--- src/design/ssep_pkg.sv ---
package ssep_pkg;

  // field widths
  localparam int WORD_W      = 16;
  localparam int SETPOINT_W  = 16;
  localparam int POSITION_W  = 15;
  localparam int ERR_W       = 17;
  localparam int GAIN_W      = 16;
  localparam int LIMIT_W     = 12;
  localparam int FAULT_W     = 8;
  localparam int CFG_INDEX_W = 3;
  localparam int CFG_DATA_W  = 16;

  // register indexes on the configuration port
  localparam logic [CFG_INDEX_W-1:0] CFG_PROP_GAIN    = 3'd0;
  localparam logic [CFG_INDEX_W-1:0] CFG_INTEG_GAIN   = 3'd1;
  localparam logic [CFG_INDEX_W-1:0] CFG_DERIV_GAIN   = 3'd2;
  localparam logic [CFG_INDEX_W-1:0] CFG_OUTPUT_LIMIT = 3'd3;
  localparam logic [CFG_INDEX_W-1:0] CFG_FAULT_LIMIT  = 3'd4;

  // register reset values
  localparam logic [GAIN_W-1:0]  PROP_GAIN_RESET    = 16'd1536;
  localparam logic [GAIN_W-1:0]  INTEG_GAIN_RESET   = 16'd512;
  localparam logic [GAIN_W-1:0]  DERIV_GAIN_RESET   = 16'd0;
  localparam logic [LIMIT_W-1:0] OUTPUT_LIMIT_RESET = 12'd3000;
  localparam logic [FAULT_W-1:0] FAULT_LIMIT_RESET  = 8'd10;

  // encoder decoding
  localparam logic [WORD_W-1:0]            ODD_MASK       = 16'h2AAA;
  localparam logic [WORD_W-1:0]            EVEN_MASK      = 16'h1555;
  localparam int                           POS_FIELD_W    = 14;
  localparam logic [WORD_W-1:0]            POS_SPAN       = 16'd16384;
  localparam logic [WORD_W-1:0]            POS_WRAP       = 16'd12000;
  localparam logic signed [POSITION_W-1:0] POS_HIGH       = 15'sd11500;
  localparam logic signed [POSITION_W-1:0] POS_LOW        = -15'sd10;
  localparam logic signed [POSITION_W-1:0] POSITION_RESET = 15'sd4500;
  localparam logic [FAULT_W-1:0]           FAULT_MAX      = 8'd255;

  // controller
  localparam logic signed [ERR_W-1:0] DEADBAND    = 17'sd3;
  localparam int                      RECIP_W     = 17;
  localparam logic [RECIP_W-1:0]      RECIP_500   = 17'd67109;
  localparam int                      RECIP_SHIFT = 25;
  localparam int                      QUOT_W      = 9;
  localparam logic signed [31:0]      SUM_MAX     = 32'sh7FFF_FFFF;
  localparam logic signed [31:0]      SUM_MIN     = 32'sh8000_0000;

  // queue between front and back
  localparam int QUEUE_DEPTH = 2;
  localparam int QUEUE_PTR_W = $clog2(QUEUE_DEPTH);
  localparam int QUEUE_CNT_W = $clog2(QUEUE_DEPTH + 1);

  typedef struct packed {
    logic [GAIN_W-1:0]  prop_gain;
    logic [GAIN_W-1:0]  integ_gain;
    logic [GAIN_W-1:0]  deriv_gain;
    logic [LIMIT_W-1:0] output_limit;
    logic [FAULT_W-1:0] fault_limit;
  } cfg_t;

  typedef struct packed {
    logic [WORD_W-1:0]            response_word;
    logic signed [SETPOINT_W-1:0] setpoint;
    logic                         auto_mode;
  } in_item_t;

  typedef struct packed {
    logic signed [POSITION_W-1:0] position;
    logic [LIMIT_W-1:0]           drive_magnitude;
    logic                         direction;
    logic                         drive_enable;
    logic                         check_ok;
    logic [FAULT_W-1:0]           fault_count;
  } out_item_t;

  // classified tick handed from front to back
  typedef struct packed {
    logic signed [POSITION_W-1:0] position;
    logic signed [ERR_W-1:0]      err;
    logic                         active;
    logic                         deadband;
    logic                         drive_enable;
    logic                         check_ok;
    logic [FAULT_W-1:0]           fault_count;
  } front_item_t;

endpackage

--- src/design/ssep_fifo.sv ---
module ssep_fifo (
  input  logic                  clk,
  input  logic                  rst,
  input  logic                  push_valid,
  output logic                  push_ready,
  input  ssep_pkg::front_item_t push_data,
  output logic                  pop_valid,
  input  logic                  pop_ready,
  output ssep_pkg::front_item_t pop_data
);
  import ssep_pkg::*;

  front_item_t             entries [QUEUE_DEPTH];
  logic [QUEUE_PTR_W-1:0]  wr_ptr;
  logic [QUEUE_PTR_W-1:0]  rd_ptr;
  logic [QUEUE_CNT_W-1:0]  count;
  logic                    push;
  logic                    pop;

  assign push_ready = (count != QUEUE_CNT_W'(QUEUE_DEPTH));
  assign pop_valid  = (count != '0);
  assign pop_data   = entries[rd_ptr];
  assign push       = push_valid && push_ready;
  assign pop        = pop_valid && pop_ready;

  // storage
  always_ff @(posedge clk) begin
    if (push) begin
      entries[wr_ptr] <= push_data;
    end
  end

  // pointers and fill level
  always_ff @(posedge clk) begin
    if (rst) begin
      wr_ptr <= '0;
      rd_ptr <= '0;
      count  <= '0;
    end else begin
      if (push) begin
        wr_ptr <= wr_ptr + 1'b1;
      end
      if (pop) begin
        rd_ptr <= rd_ptr + 1'b1;
      end
      if (push && !pop) begin
        count <= count + 1'b1;
      end else if (pop && !push) begin
        count <= count - 1'b1;
      end
    end
  end

  a_fill_bounded : assert property (@(posedge clk) disable iff (rst)
    count <= QUEUE_CNT_W'(QUEUE_DEPTH))
    else $error("queue fill level beyond depth");

endmodule

--- config.mk ---
export PLATFORM = sky130hd
export DESIGN_NAME = ssep_fifo
export DESIGN_NICKNAME = d
export VERILOG_FILES = /design/src/design/ssep_pkg.sv /design/src/design/ssep_fifo.sv
export SDC_FILE = /design/constraint.sdc
export NUM_CORES = 1
export LEC_CHECK = 0
export BUFFER_PORTS_ARGS = -buffer_cell sky130_fd_sc_hd__buf_2
export CAP_MARGIN = 5
export CORE_MARGIN = 3
export CORE_UTILIZATION = 46
export CTS_CLUSTER_SIZE = 40
export DETAILED_ROUTE_END_ITERATION = 16
export HOLD_SLACK_MARGIN = 0.08
export PLACE_DENSITY = 0.72
export REMOVE_ABC_BUFFERS = 1
export SLEW_MARGIN = 20
export SYNTH_ARGS = -nofsm -noshare
export SYNTH_HDL_FRONTEND = slang
export SYNTH_SLANG_ARGS = --single-unit
--- constraint.sdc ---
create_clock -name clk -period 2.2 [get_ports clk]
set_clock_uncertainty 0.1 [all_clocks]
set_input_delay 0.44 -clock clk [delete_from_list [all_inputs] [get_ports clk]]
set_output_delay 0.44 -clock clk [all_outputs]
set_load 0.05 [all_outputs]
==> summary.txt <==
Status
  – Status: finished, final reports clean

Pwr
  – Switching power: 2070 uW
  – Pwr Density: 1320 mW/mm^2
  – Leakage power: 0.00160 uW
  – Clk network pwr share: 23.6%
  – Internal power: 3550 uW
  – Sequential power share: 40.5%
  – Peak VDD IR: 0.814 mV
  – Switching share of power: 36.8%
  – Comb power frac: 35.9%
  – Pwr Total: 5630 uW

Die
  – Ports: 94
  – Area of the core: 0.00698 mm^2
  – Die W: 91.9 um
  – Die area: 0.00844 mm^2
  – Initial Util: 48.6%
  – Die Height: 91.9 um
  – Core Rows: 30

Worst setup path
  – CP Max Fanout: 15
  – CP max stage delay: 0.37 ns
  – Worst Setup End Kind: output port
  – Crit path kind: flip-flop to output port
  – Startpoint Class: flip-flop
  – Critical Path AT: 1.51 ns
  – Critical Path Stages: 3
  – Crit path max-delay family: buffers and inverters
  – Worst reg2reg path depth: 5
  – Cell chain of the critical path: buf_4 > mux2_2 > buf_2
  – CP Buf/Inv Count: 2
  – Worst path slowest cell: mux2_2
  – Required @ worst endpoint: 1.66 ns

Finish
  – Most frequent cells in the layout: buf_2, edfxtp_1, mux2_2, clkbuf_8, buf_4
  – Most common cell after layout, fill and taps aside: buf_2
  – Register area: 0.00274 mm^2
  – Post-layout util: 60.9%
  – Area grow syn2layout: 25.3%
  – Ant. Diodes: 0
  – Final nets: 315
  – Filler cell count in the final layout: 565
  – Final cell count without fillers: 367
  – Area of the multi-input gates: 616 um^2
  – Fraction of layout cells with a size suffix above 1: 60.1%

Route
  – Drt total wl: 5.59 mm
  – DR pass1 iterations: 4
  – Vias: 1766
  – WL/cell: 15.2 um
  – Drt drc: 0
  – DR vias/cell: 4.81
  – ANT nets after route: 0
  – DR iter-0 viols: 66

Synthesis
  – Post-synthesis mux area share: 14.6%
  – Cell taking the most area after synthesis: edfxtp_1
  – Post-synthesis xor/xnor area fraction: 0.774%
  – Sequential-to-total area share from yosys stat: 80.8%
  – Top cell type's share of synthesized area: 77.9%
  – Adder-cell area share of the yosys netlist: 0.369%
  – Compound-Gate Fraction of Synth Area: 0.885%
  – Syn_area_per_cell: 21.1 um^2
  – Syn Inst Count: 161
  – #FFs+latches synth: 93
  – Post-Synth Simple-Gate Area: 1.47%
  – Yosys warns: 0
  – Main area contributors after synthesis: edfxtp_1, mux2_2, dfxtp_1
  – Cell Area, Synth: 0.00339 mm^2
  – Cell variety after synth: 18
  – Main combinational cell family by area after synthesis: multiplexers

STA
  – Hold slack: 0.179 ns
  – Hold Vio Cnt, Final: 0
  – Pins over their slew limit: 0
  – Endpoints failing setup: 0
  – Fin crit period: 2.05 ns
  – Crit share post-route: 93.1%
  – Maximum clock rate: 488 MHz
  – Setup TNS Final: 0 ns
  – Worst rel slew slack: 73.6%
  – Worst slew pin tran: 0.396 ns
  – RSZ-0062 raised after global routing: no

CTS
  – Sink Count: 93
  – Post-CTS Hold Buffers: 0
  – Post-CTS Setup Repair Bufs: 0
  – Clock-pin slew on the worst setup and hold paths: 0.09 ns
  – CTS Buf Count: 9
  – Clock buffer depth: 2
  – CTS tree: yes
  – H-tree levels: 3
  – Root Buffer: clkbuf_8
  – Post-CTS Resized: 0
  – Clk_lat worst skew: 0.34 ns

Place
  – Hpwl dp: 3.76 mm
  – IO buf count: 93
  – Gpl congestion: 0.747
  – Dpl cells: 351

GRT
  – Vias in the first global route: 1836
  – Total GRT Usage: 13.8%
  – Largest net degree at the start of global routing: 30
  – Initial antenna violation count: 0
  – Grt total ovfl: 0
  – First-pass GRT wire length: 8.85 mm

Min path
  – Hold path depth: 1
  – Hold Crit Class: input port to flip-flop

Flow run
  – Number of max-cap violations: 0
[cells in the mapped netlist, drive strengths merged]
library cell  count
a21bo             1
a21oi             2
and2              1
and3              1
buf               5
dfxtp             5
edfxtp           88
ha                1
inv               1
mux2             44
nand2b            1
nand3b            1
nor2              3
o21ai             2
or2               1
or3               1
xor2              3
[cell type report]
type | instances | share of cell area [%]
flip-flops and latches | 93 | 64.6
multi-input cells | 62 | 14.5
repair buffers | 99 | 12.3
clock buffers | 9 | 2.91
clock inverters | 7 | 2.83
well taps | 96 | 2.83
inverters | 1 | 0.0883
[registers in the layout (all words and copies together) (netlist names), named ones only]
signal / flops
rd_ptr: 1
count: 2
wr_ptr: 1
entries: 88
[worst paths after layout]
kind	startpoint	end	slack [ns]
worst min-delay path	push_data[22]	entries[1][22]	0.18
worst min register to register	count[1]	count[1]	0.42
worst max-delay path	flip-flop	pop_data[36]	0.15
worst max register to register	count[0]	count[1]	0.45
[power groups by stage]
stage          combinational, uW  sequential (uW)  clock [uW]
6_report                    2020             2280        1330
5_1_grt                     2130             2300        1440
4_1_cts                     2040             2280        1370
3_5_place_dp                2040             2320           0
3_3_place_gp                2030             2310           0
2_1_floorplan               1500             2380           0
[cells by family (layout without fill, tap and decap cells)]
| group | count (synthesis) | count (layout) |
|---|---|---|
| AOI/OAI and AO/OA | 5 | 5 |
| muxes | 44 | 44 |
| DFF | 93 | 93 |
| adders and majority gates | 1 | 1 |
| and+or+nand+nor | 9 | 9 |
| xor gates and xnor gates | 3 | 3 |
| buffers and inverters | 6 | 116 |
[stage by stage]
stage	worst slack [ns]	instance area (um^2)
global placement	0.516	4010
detailed placement	0.480	4010
global route	0.0844	4250
CTS	0.135	4250
floorplan	-0.390	3360
finish	0.153	4250
[routing by layer]
layer	vias to the layer above	global-route usage [%]	wire length, um
li1	838	-	-
met1	858	16.0	2300
met2	61	24.0	2820
met3	9	3.36	383
met4	0	6.68	90
met5	-	0	0
Note: power is estimated with default switching activity, not from simulation.
