$ cat config.mk
export PLATFORM = sky130hd
export DESIGN_NAME = ssep_front
export DESIGN_NICKNAME = d
export VERILOG_FILES = /design/src/design/ssep_pkg.sv /design/src/design/ssep_front.sv
export SDC_FILE = /design/constraint.sdc
export NUM_CORES = 1
export LEC_CHECK = 0
export BUFFER_PORTS_ARGS = -buffer_cell sky130_fd_sc_hd__buf_2
export CAP_MARGIN = 20
export CORE_UTILIZATION = 47
export DETAILED_ROUTE_END_ITERATION = 10
export GPL_ROUTABILITY_DRIVEN = 0
export PLACE_DENSITY_LB_ADDON = 0.3
export SLEW_MARGIN = 20
export SYNTH_ARGS = -nofsm -noshare
export SYNTH_HDL_FRONTEND = slang
export SYNTH_SLANG_ARGS = --single-unit
export TNS_END_PERCENT = 5
$ cat constraint.sdc
create_clock -name clk -period 5.5 [get_ports clk]
set_input_delay 0.55 -clock clk [delete_from_list [all_inputs] [get_ports clk]]
set_output_delay 0.55 -clock clk [all_outputs]
set_load 0.005 [all_outputs]
$ cat src/design/ssep_pkg.sv
package ssep_pkg;

  // field widths
  localparam int WORD_W      = 16;
  localparam int SETPOINT_W  = 16;
  localparam int POSITION_W  = 15;
  localparam int ERR_W       = 17;
  localparam int GAIN_W      = 16;
  localparam int LIMIT_W     = 12;
  localparam int FAULT_W     = 8;
  localparam int CFG_INDEX_W = 3;
  localparam int CFG_DATA_W  = 16;

  // register indexes on the configuration port
  localparam logic [CFG_INDEX_W-1:0] CFG_PROP_GAIN    = 3'd0;
  localparam logic [CFG_INDEX_W-1:0] CFG_INTEG_GAIN   = 3'd1;
  localparam logic [CFG_INDEX_W-1:0] CFG_DERIV_GAIN   = 3'd2;
  localparam logic [CFG_INDEX_W-1:0] CFG_OUTPUT_LIMIT = 3'd3;
  localparam logic [CFG_INDEX_W-1:0] CFG_FAULT_LIMIT  = 3'd4;

  // register reset values
  localparam logic [GAIN_W-1:0]  PROP_GAIN_RESET    = 16'd1536;
  localparam logic [GAIN_W-1:0]  INTEG_GAIN_RESET   = 16'd512;
  localparam logic [GAIN_W-1:0]  DERIV_GAIN_RESET   = 16'd0;
  localparam logic [LIMIT_W-1:0] OUTPUT_LIMIT_RESET = 12'd3000;
  localparam logic [FAULT_W-1:0] FAULT_LIMIT_RESET  = 8'd10;

  // encoder decoding
  localparam logic [WORD_W-1:0]            ODD_MASK       = 16'h2AAA;
  localparam logic [WORD_W-1:0]            EVEN_MASK      = 16'h1555;
  localparam int                           POS_FIELD_W    = 14;
  localparam logic [WORD_W-1:0]            POS_SPAN       = 16'd16384;
  localparam logic [WORD_W-1:0]            POS_WRAP       = 16'd12000;
  localparam logic signed [POSITION_W-1:0] POS_HIGH       = 15'sd11500;
  localparam logic signed [POSITION_W-1:0] POS_LOW        = -15'sd10;
  localparam logic signed [POSITION_W-1:0] POSITION_RESET = 15'sd4500;
  localparam logic [FAULT_W-1:0]           FAULT_MAX      = 8'd255;

  // controller
  localparam logic signed [ERR_W-1:0] DEADBAND    = 17'sd3;
  localparam int                      RECIP_W     = 17;
  localparam logic [RECIP_W-1:0]      RECIP_500   = 17'd67109;
  localparam int                      RECIP_SHIFT = 25;
  localparam int                      QUOT_W      = 9;
  localparam logic signed [31:0]      SUM_MAX     = 32'sh7FFF_FFFF;
  localparam logic signed [31:0]      SUM_MIN     = 32'sh8000_0000;

  // queue between front and back
  localparam int QUEUE_DEPTH = 2;
  localparam int QUEUE_PTR_W = $clog2(QUEUE_DEPTH);
  localparam int QUEUE_CNT_W = $clog2(QUEUE_DEPTH + 1);

  typedef struct packed {
    logic [GAIN_W-1:0]  prop_gain;
    logic [GAIN_W-1:0]  integ_gain;
    logic [GAIN_W-1:0]  deriv_gain;
    logic [LIMIT_W-1:0] output_limit;
    logic [FAULT_W-1:0] fault_limit;
  } cfg_t;

  typedef struct packed {
    logic [WORD_W-1:0]            response_word;
    logic signed [SETPOINT_W-1:0] setpoint;
    logic                         auto_mode;
  } in_item_t;

  typedef struct packed {
    logic signed [POSITION_W-1:0] position;
    logic [LIMIT_W-1:0]           drive_magnitude;
    logic                         direction;
    logic                         drive_enable;
    logic                         check_ok;
    logic [FAULT_W-1:0]           fault_count;
  } out_item_t;

  // classified tick handed from front to back
  typedef struct packed {
    logic signed [POSITION_W-1:0] position;
    logic signed [ERR_W-1:0]      err;
    logic                         active;
    logic                         deadband;
    logic                         drive_enable;
    logic                         check_ok;
    logic [FAULT_W-1:0]           fault_count;
  } front_item_t;

endpackage

$ cat src/design/ssep_front.sv
module ssep_front (
  input  logic                   clk,
  input  logic                   rst,
  input  logic                   in_valid,
  output logic                   in_ready,
  input  ssep_pkg::in_item_t     in_data,
  input  logic [ssep_pkg::FAULT_W-1:0] fault_limit,
  output logic                   push_valid,
  input  logic                   push_ready,
  output ssep_pkg::front_item_t  push_data
);
  import ssep_pkg::*;

  logic signed [POSITION_W-1:0] last_position, last_position_next;
  logic [FAULT_W-1:0]           bad_count, bad_count_next;
  logic                         word_ok;
  logic [WORD_W-1:0]            raw_pos;
  logic signed [POSITION_W-1:0] word_pos;
  logic signed [ERR_W-1:0]      err;
  logic                         in_range;
  logic                         accept;

  assign in_ready   = push_ready;
  assign push_valid = in_valid;
  assign accept     = in_valid && push_ready;

  // check bits: each is the inverted parity of its half, and an all-zero word fails
  assign word_ok = (in_data.response_word != '0)
                && (in_data.response_word[15] == ~(^(in_data.response_word & ODD_MASK)))
                && (in_data.response_word[14] == ~(^(in_data.response_word & EVEN_MASK)));

  // position from the low field, wrapped into the negative range above the wrap point
  assign raw_pos  = POS_SPAN - {2'b00, in_data.response_word[POS_FIELD_W-1:0]};
  assign word_pos = (raw_pos > POS_WRAP) ? POSITION_W'(raw_pos - POS_SPAN)
                                         : POSITION_W'(raw_pos);

  // tracked position and bad-word count
  always_comb begin
    if (word_ok) begin
      last_position_next = word_pos;
      bad_count_next     = '0;
    end else begin
      last_position_next = last_position;
      bad_count_next     = (bad_count == FAULT_MAX) ? bad_count : bad_count + 1'b1;
    end
  end

  // classification for the controller
  assign in_range = (last_position_next <= POS_HIGH) && (last_position_next >= POS_LOW);
  assign err = $signed({in_data.setpoint[SETPOINT_W-1], in_data.setpoint})
             - $signed({{(ERR_W-POSITION_W){last_position_next[POSITION_W-1]}},
                        last_position_next});

  always_comb begin
    push_data.position     = last_position_next;
    push_data.err          = err;
    push_data.active       = in_range && in_data.auto_mode;
    push_data.deadband     = (err <= DEADBAND) && (err >= -DEADBAND);
    push_data.drive_enable = bad_count_next < fault_limit;
    push_data.check_ok     = word_ok;
    push_data.fault_count  = bad_count_next;
  end

  always_ff @(posedge clk) begin
    if (rst) begin
      last_position <= POSITION_RESET;
      bad_count     <= '0;
    end else if (accept) begin
      last_position <= last_position_next;
      bad_count     <= bad_count_next;
    end
  end

endmodule

==> flow_metrics.env, run 1 <==
export IMPL_async_flop_share_pct=0
export IMPL_ant_nets=0
export IMPL_portBuffers=90
export IMPL_synth_cells=393
export IMPL_cp_max_fo=4
export IMPL_fp_dieW_um=80.30
export IMPL_hold_depth=1
export IMPL_end_kind="output pin"
export IMPL_io_pins=91
export IMPL_r2r_start="bad_count[0]"
export IMPL_finalHoldViolations=0
export IMPL_slowest_delay_ps=390
export IMPL_dpl_cell_area_um2=3857
export IMPL_setup_tns_ps=0
export IMPL_vias=3299
export IMPL_synthTopCellsByCount="nor2_1 (45), inv_1 (32), nand2_1 (28)"
export IMPL_dieArea_um2=6448
export IMPL_synth_net_count=464
export IMPL_synth_xor_area_share_pct=11.55
export IMPL_grtUsageTotal_pct=24.95
export IMPL_drtIter0Drc=179
export IMPL_clkLatencyLatePin_ps=260
export IMPL_report_final_slew_viol_count=0
export IMPL_synth_area_um2=2882
export IMPL_required_ps=4950
export IMPL_synth_area_top_cells="dfxtp_1 (16%), ha_1 (11%), xnor2_1 (7.6%), nor2_1 (5.9%), mux2i_1 (4.2%)"
export IMPL_tightest_slew_ps=872.0
export IMPL_area_delta_synth_final_pct=36.95
export IMPL_cp_data_arrival_time_ps=4930
export IMPL_fin_ws_ps=21.47
export IMPL_synth_cell_types=66
export IMPL_maxCapViolCount=0
export IMPL_skew_ps=1.669
export IMPL_wire_per_inst_um=13.28
export IMPL_vdd_drop_max_mv=0.1781
export IMPL_crit_path_cell_trace="buf_2 -> xor2_1 -> xnor2_1 -> xnor2_1 -> a211oi_4 -> buf_4 -> mux2i_2 -> buf_4 -> ha_1 -> nor2b_1 -> o31a_1 -> o21ai_1 -> nand2b_1 -> xor2_1 -> or3_1 -> or4_1 -> or4_1 -> or4_1 -> mux2i_1 -> buf_2"
export IMPL_grt_pass1_vias=3048
export IMPL_drt_pass1_iterations=4
export IMPL_synth_avg_cell_area_um2=7.332
export IMPL_placementRows=28
export IMPL_yosys_area_share_adder_pct=12.24
export IMPL_synth_edf_count=0
export IMPL_synth_top_area_share_pct=15.98
export IMPL_ys_seq_area_share_pct=15.98
export IMPL_holdBufCountCts=0
export IMPL_overflow=0
export IMPL_regArea_um2=460.4
export IMPL_relSlewSlack_pct=41.87
export IMPL_rsz0062_at_grt="yes"
export IMPL_crit_type="in2out"
export IMPL_synth_top_family_by_area="simple AND/OR/NAND/NOR gates"
export IMPL_finalWirelength_mm=8.010
export IMPL_synth_compound_area_share_pct=21.28
export IMPL_setup_viol=0
export IMPL_synth_most_common_cell="nor2_1"
export IMPL_core_area_um2=5921
export IMPL_post_dp_hpwl_mm=6.646
export IMPL_stdcell_area_um2=3946
export IMPL_vias_per_cell=5.471
export IMPL_diodes=0
export IMPL_p_leak_nw=1.824
export IMPL_synthSimpleGateAreaFrac_pct=25.92
export IMPL_multiInputGateArea_um2=2296
export IMPL_grt_pass1_wl_mm=13.01
export IMPL_r2r_end="bad_count[3]"
export IMPL_yosysWarnings=0
export IMPL_hp_start="last_position[12]"
export IMPL_place_ws_ps=-124.4
export IMPL_start_kind="input pin"
export IMPL_grt_antenna_before_repair=0
export IMPL_crit_path_frequent_cell="or4_1"
export IMPL_synth_ff_type="dfxtp_1"
export IMPL_path_clk_slew_ps=80
export IMPL_cts_sinks=23
export IMPL_grt_start_max_net_pins=25
export IMPL_r2r_slack_ps=3540
export IMPL_min_period_ps=5479
export IMPL_post_route_drc_count=0
export IMPL_cpMaxStageDelayCell="or4_1"
export IMPL_fin_crit_sh_pct=99.61
export IMPL_numCtsBuffers=3
export IMPL_max_freq_mhz=182.5
export IMPL_die_y_um=80.30
export IMPL_hold_class="reg2reg"
export IMPL_synth_top_cell_by_area="dfxtp_1"
export IMPL_ys_ff_latch=23
export IMPL_start_util_pct=48.67
export IMPL_nNetsFinal=600
export IMPL_clockBufferDepth=2
export IMPL_status="finished, final reports clean"
export IMPL_root_buffer="clkbuf_8"
export IMPL_cts_tree="done"
export IMPL_hold_end="last_position[12]"
export IMPL_fillers=516
export IMPL_power_density_nw_per_um2=295.5
export IMPL_power_total_mw=1.166
export IMPL_htree_levels=1
export IMPL_muxShareOfSynthArea_pct=5.341
export IMPL_drive_gt1_share_pct=35.98
export IMPL_reg2reg_depth=8
==> flip-flops by register name (all words and copies together), names as in the netlist <==
| register | flops |
|---|---|
| bad_count | 8 |
| last_position | 15 |
==> per-layer routing <==
metal	track usage [%]	part of all wire (%)
met1	29.54	43
met2	46.92	52
met3	3.409	3.5
met4	5.714	1.9
met5	0	0
==> logic make-up (layout without fill, tap and decap cells) <==
kind of cell               count (synthesis)  in the layout
xor gates and xnor gates                  38             38
muxes                                     15             15
AOI/OAI and AO/OA                         89             89
DFF                                       23             23
buffers and inverters                     54            189
and+or+nand+nor                          146            146
adders and majority gates                 28             28
==> cells in the final DEF, fill, tap and decap left out, types with 5 or more instances in the layout <==
master,count
nor2_1,45
mux2i_1,9
a21oi_1,18
dfxtp_1,23
xor2_1,13
a211oi_1,13
xnor2_1,25
o21ai_0,18
nor2b_1,5
a211o_1,5
buf_4,63
nand3_1,10
ha_1,23
nand2b_1,5
nand2_1,27
nor3_1,14
inv_1,31
buf_2,89
nand4_1,6
==> through the flow <==
step / instances / utilization (%) / hold slack (ps)
after floorplan: 393 / - / 434.7
after global placement: 598 / 65.15 / 442.0
after detailed placement: 598 / 65.15 / 449.8
after CTS: 603 / 66.65 / 469.4
after global routing: 603 / 66.65 / 494.0
final: 603 / 66.65 / 466.8
==> what timing repair did <==
action | 4_1_cts | 5_1_grt
pin swaps | 9 | 3
setup endpoints to repair | 1 | 1
setup buffers | 1 | 0
gates resized for setup | 8 | 0
==> layout make-up <==
cell class | instances | share of cell area, %
repair buffers | 153 | 23.56
multi-input cells | 316 | 58.18
clock inverters | 1 | 0.1268
flip-flops and latches | 23 | 11.67
well taps | 75 | 2.378
inverters | 32 | 3.044
clock buffers | 3 | 1.046
==> where the power goes <==
part / switching (mW) / total, mW / internal, mW / leakage, nW
clock network: 0.0554 / 0.106 / 0.0506 / 0.0255
logic: 0.435 / 0.877 / 0.441 / 1.61
registers: 0.00722 / 0.183 / 0.176 / 0.188
==> how the worst max path moves through the flow <==
stage                 from  slack [ps]       endpoint  depth (start not counted)
2_1_floorplan  in_data[17]         -90  push_data[10]                         20
3_3_place_gp   in_data[22]         -40  push_data[10]                         18
3_5_place_dp   in_data[25]        -120  push_data[10]                         18
4_1_cts        in_data[25]          30  push_data[10]                         18
5_1_grt        in_data[22]        -200  push_data[10]                         20
6_report       in_data[26]          20  push_data[10]                         20
==> worst max-delay path, delay by kind of cell <==
family          cells  cell delay, ps
simple gates        6            1740
mux                 2             340
buf+inv             4             590
fa+ha+maj           1             220
xor+xnor            4             670
compound gates      3             800
Note: power is estimated with default switching activity, not from simulation.
==> inputs of run 2 (changes only) <==
==> constraint.sdc (replaced) <==
create_clock -name clk -period 5.5 [get_ports clk]
set_input_delay 0.275 -clock clk [delete_from_list [all_inputs] [get_ports clk]]
set_output_delay 0.275 -clock clk [all_outputs]
set_load 0.005 [all_outputs]
==> flow_metrics.env, run 2 (synthesis gave the netlist of run 1 again) <==
export IMPL_power_density_nw_per_um2=287.6
export IMPL_stdcell_area_um2=3485
export IMPL_utilization_pct=58.85
export IMPL_crit_path_start="in_data[17]"
export IMPL_cp_max_fo=9
export IMPL_cts_tree="done"
export IMPL_slowest_delay_ps=490
export IMPL_p_comb_share_pct=71.0
export IMPL_seq_power_share_pct=18.3
export IMPL_start_kind="input pin"
export IMPL_holdBufCountCts=0
export IMPL_area_delta_synth_final_pct=20.93
export IMPL_top_register="last_position"
export IMPL_drt_pass1_iterations=7
export IMPL_die_y_um=80.30
export IMPL_vdd_drop_max_mv=0.1616
export IMPL_violations="DRC"
export IMPL_crit_type="in2out"
export IMPL_grt_start_max_net_pins=27
export IMPL_status="finished with violations"
export IMPL_hold_slack_ps=416.9
export IMPL_grt_pass1_wl_mm=11.96
export IMPL_power_switching_share_pct=45.05
export IMPL_r2r_slack_ps=3510
export IMPL_maxCapViolCount=0
export IMPL_r2r_end="bad_count[3]"
export IMPL_fin_crit_sh_pct=94.69
export IMPL_dp_cells=548
export IMPL_portBuffers=90
export IMPL_nNetsFinal=549
export IMPL_io_pins=91
export IMPL_dieArea_um2=6448
export IMPL_drive_gt1_share_pct=26.83
export IMPL_grt_util_met3_pct=3.409
export IMPL_clkPwrFrac_pct=10.7
export IMPL_start_util_pct=48.67
export IMPL_diodes=0
export IMPL_place_ws_ps=186.4
export IMPL_endpoint="push_data[10]"
export IMPL_grt_pass1_vias=2756
export IMPL_placementRows=28
export IMPL_root_buffer="clkbuf_8"
export IMPL_cts_sinks=23
export IMPL_use_met1_pct=25.88
export IMPL_fillers=587
export IMPL_power_total_mw=1.002
export IMPL_overflow=0
export IMPL_hold_class="in2reg"
export IMPL_grt_antenna_before_repair=0
export IMPL_rsz0062_at_grt="no"
export IMPL_clockBufferDepth=2
export IMPL_finalHoldViolations=0
export IMPL_dpl_cell_area_um2=3422
export IMPL_cpMaxStageDelayCell="or3_2"
export IMPL_relSlewSlack_pct=41.14
export IMPL_reg2reg_depth=8
export IMPL_htree_levels=1
export IMPL_required_ps=5220
export IMPL_vias=3050
export IMPL_hp_start="rst"
export IMPL_report_final_slew_viol_count=0
export IMPL_use_met2_pct=45.38
export IMPL_post_route_drc_count=1
export IMPL_crit_path_frequent_cell="or4_1"
export IMPL_largest_reg_flops=15
export IMPL_cp_data_arrival_time_ps=4930
export IMPL_grtUsageTotal_pct=23.33
export IMPL_post_dp_hpwl_mm=6.030
export IMPL_r2r_start="bad_count[0]"
export IMPL_end_kind="output pin"
export IMPL_min_period_ps=5208
export IMPL_final_cell_mix="buf_2 (90), nor2_1 (45), inv_1 (32)"
export IMPL_max_freq_mhz=192.0
export IMPL_core_area_um2=5921
export IMPL_fin_ws_ps=291.8
export IMPL_clkLatencyLatePin_ps=270
export IMPL_vias_per_cell=5.525
export IMPL_tightest_slew_ps=883.0
export IMPL_p_switching_mw=0.4515
export IMPL_top_usage_layer="met2"
export IMPL_p_leak_nw=1.564
export IMPL_crit_path_cell_trace="buf_2 -> inv_1 -> ha_1 -> nor2b_1 -> nand2_1 -> nor4_4 -> a211oi_4 -> mux2_2 -> ha_1 -> fa_2 -> nor2b_4 -> o31a_1 -> a21oi_1 -> or3_2 -> or3_1 -> or4_1 -> or4_1 -> or4_1 -> mux2i_1 -> buf_2"
export IMPL_final_common_cell="buf_2"
export IMPL_fin_cells=552
export IMPL_fp_dieW_um=80.30
export IMPL_numCtsBuffers=3
export IMPL_setup_tns_ps=0
export IMPL_wire_per_inst_um=13.49
export IMPL_regArea_um2=460.4
export IMPL_ant_nets=0
export IMPL_drtIter0Drc=107
export IMPL_path_clk_slew_ps=80
export IMPL_p_int_mw=0.5508
export IMPL_setup_viol=0
export IMPL_multiInputGateArea_um2=2225
export IMPL_skew_ps=1.989
export IMPL_top_regs="last_position (15), bad_count (8)"
export IMPL_finalWirelength_mm=7.449
==> run 2: cell types whose count changed in the layout (fill, tap and decap cells not counted), sizes merged <==
| cell | before | now |
|---|---|---|
| buf | 153 | 102 |
| clkbuf | 3 | 4 |
| clkinv | 1 | 0 |
==> run 2: worst max-delay path: cells and delay by family <==
kind	cells	cell delay [ps]
mux	2	530
fa+ha+maj	3	810
simple gates	9	2410
buf+inv	3	390
compound gates	3	510
==> run 2: routing by layer <==
| metal | up-vias | wire [µm] | part of all wire [%] |
|---|---|---|---|
| li1 | 1556 | - | - |
| met1 | 1425 | 3097 | 42 |
| met2 | 58 | 3998 | 54 |
| met3 | 11 | 246 | 3.3 |
| met4 | 0 | 106 | 1.4 |
| met5 | - | 0 | 0 |
==> run 2: final cells by class <==
type / count / share of cell area (%)
sequential: 23 / 13.21
timing repair buffer: 102 / 15.51
tap: 75 / 2.693
clock buffer: 4 / 1.293
inverter: 32 / 3.447
multi-input combinational: 316 / 63.84
==> run 2: power groups by stage <==
stage                     Clock [mW]  Sequential, mW  Combinational [mW]
after floorplan                    0           0.185               0.472
after global placement             0           0.186               0.699
after detailed placement           0           0.187               0.709
after CTS                      0.111           0.183               0.712
after global routing           0.117           0.185               0.790
final                          0.108           0.183               0.711
==> run 2: worst min-delay path by stage <==
stage | endpoint | slack, ps | cells past startpoint
after floorplan | last_position[2] | 370 | 1
after global placement | last_position[12] | 440 | 1
after detailed placement | last_position[12] | 450 | 1
after CTS | bad_count[2] | 420 | 2
after global routing | bad_count[2] | 460 | 2
final | bad_count[2] | 420 | 2
==> run 2: repair_timing <==
item,in CTS,in global routing
gates resized for setup,0,3
setup buffers,0,0
setup endpoints to repair,0,1
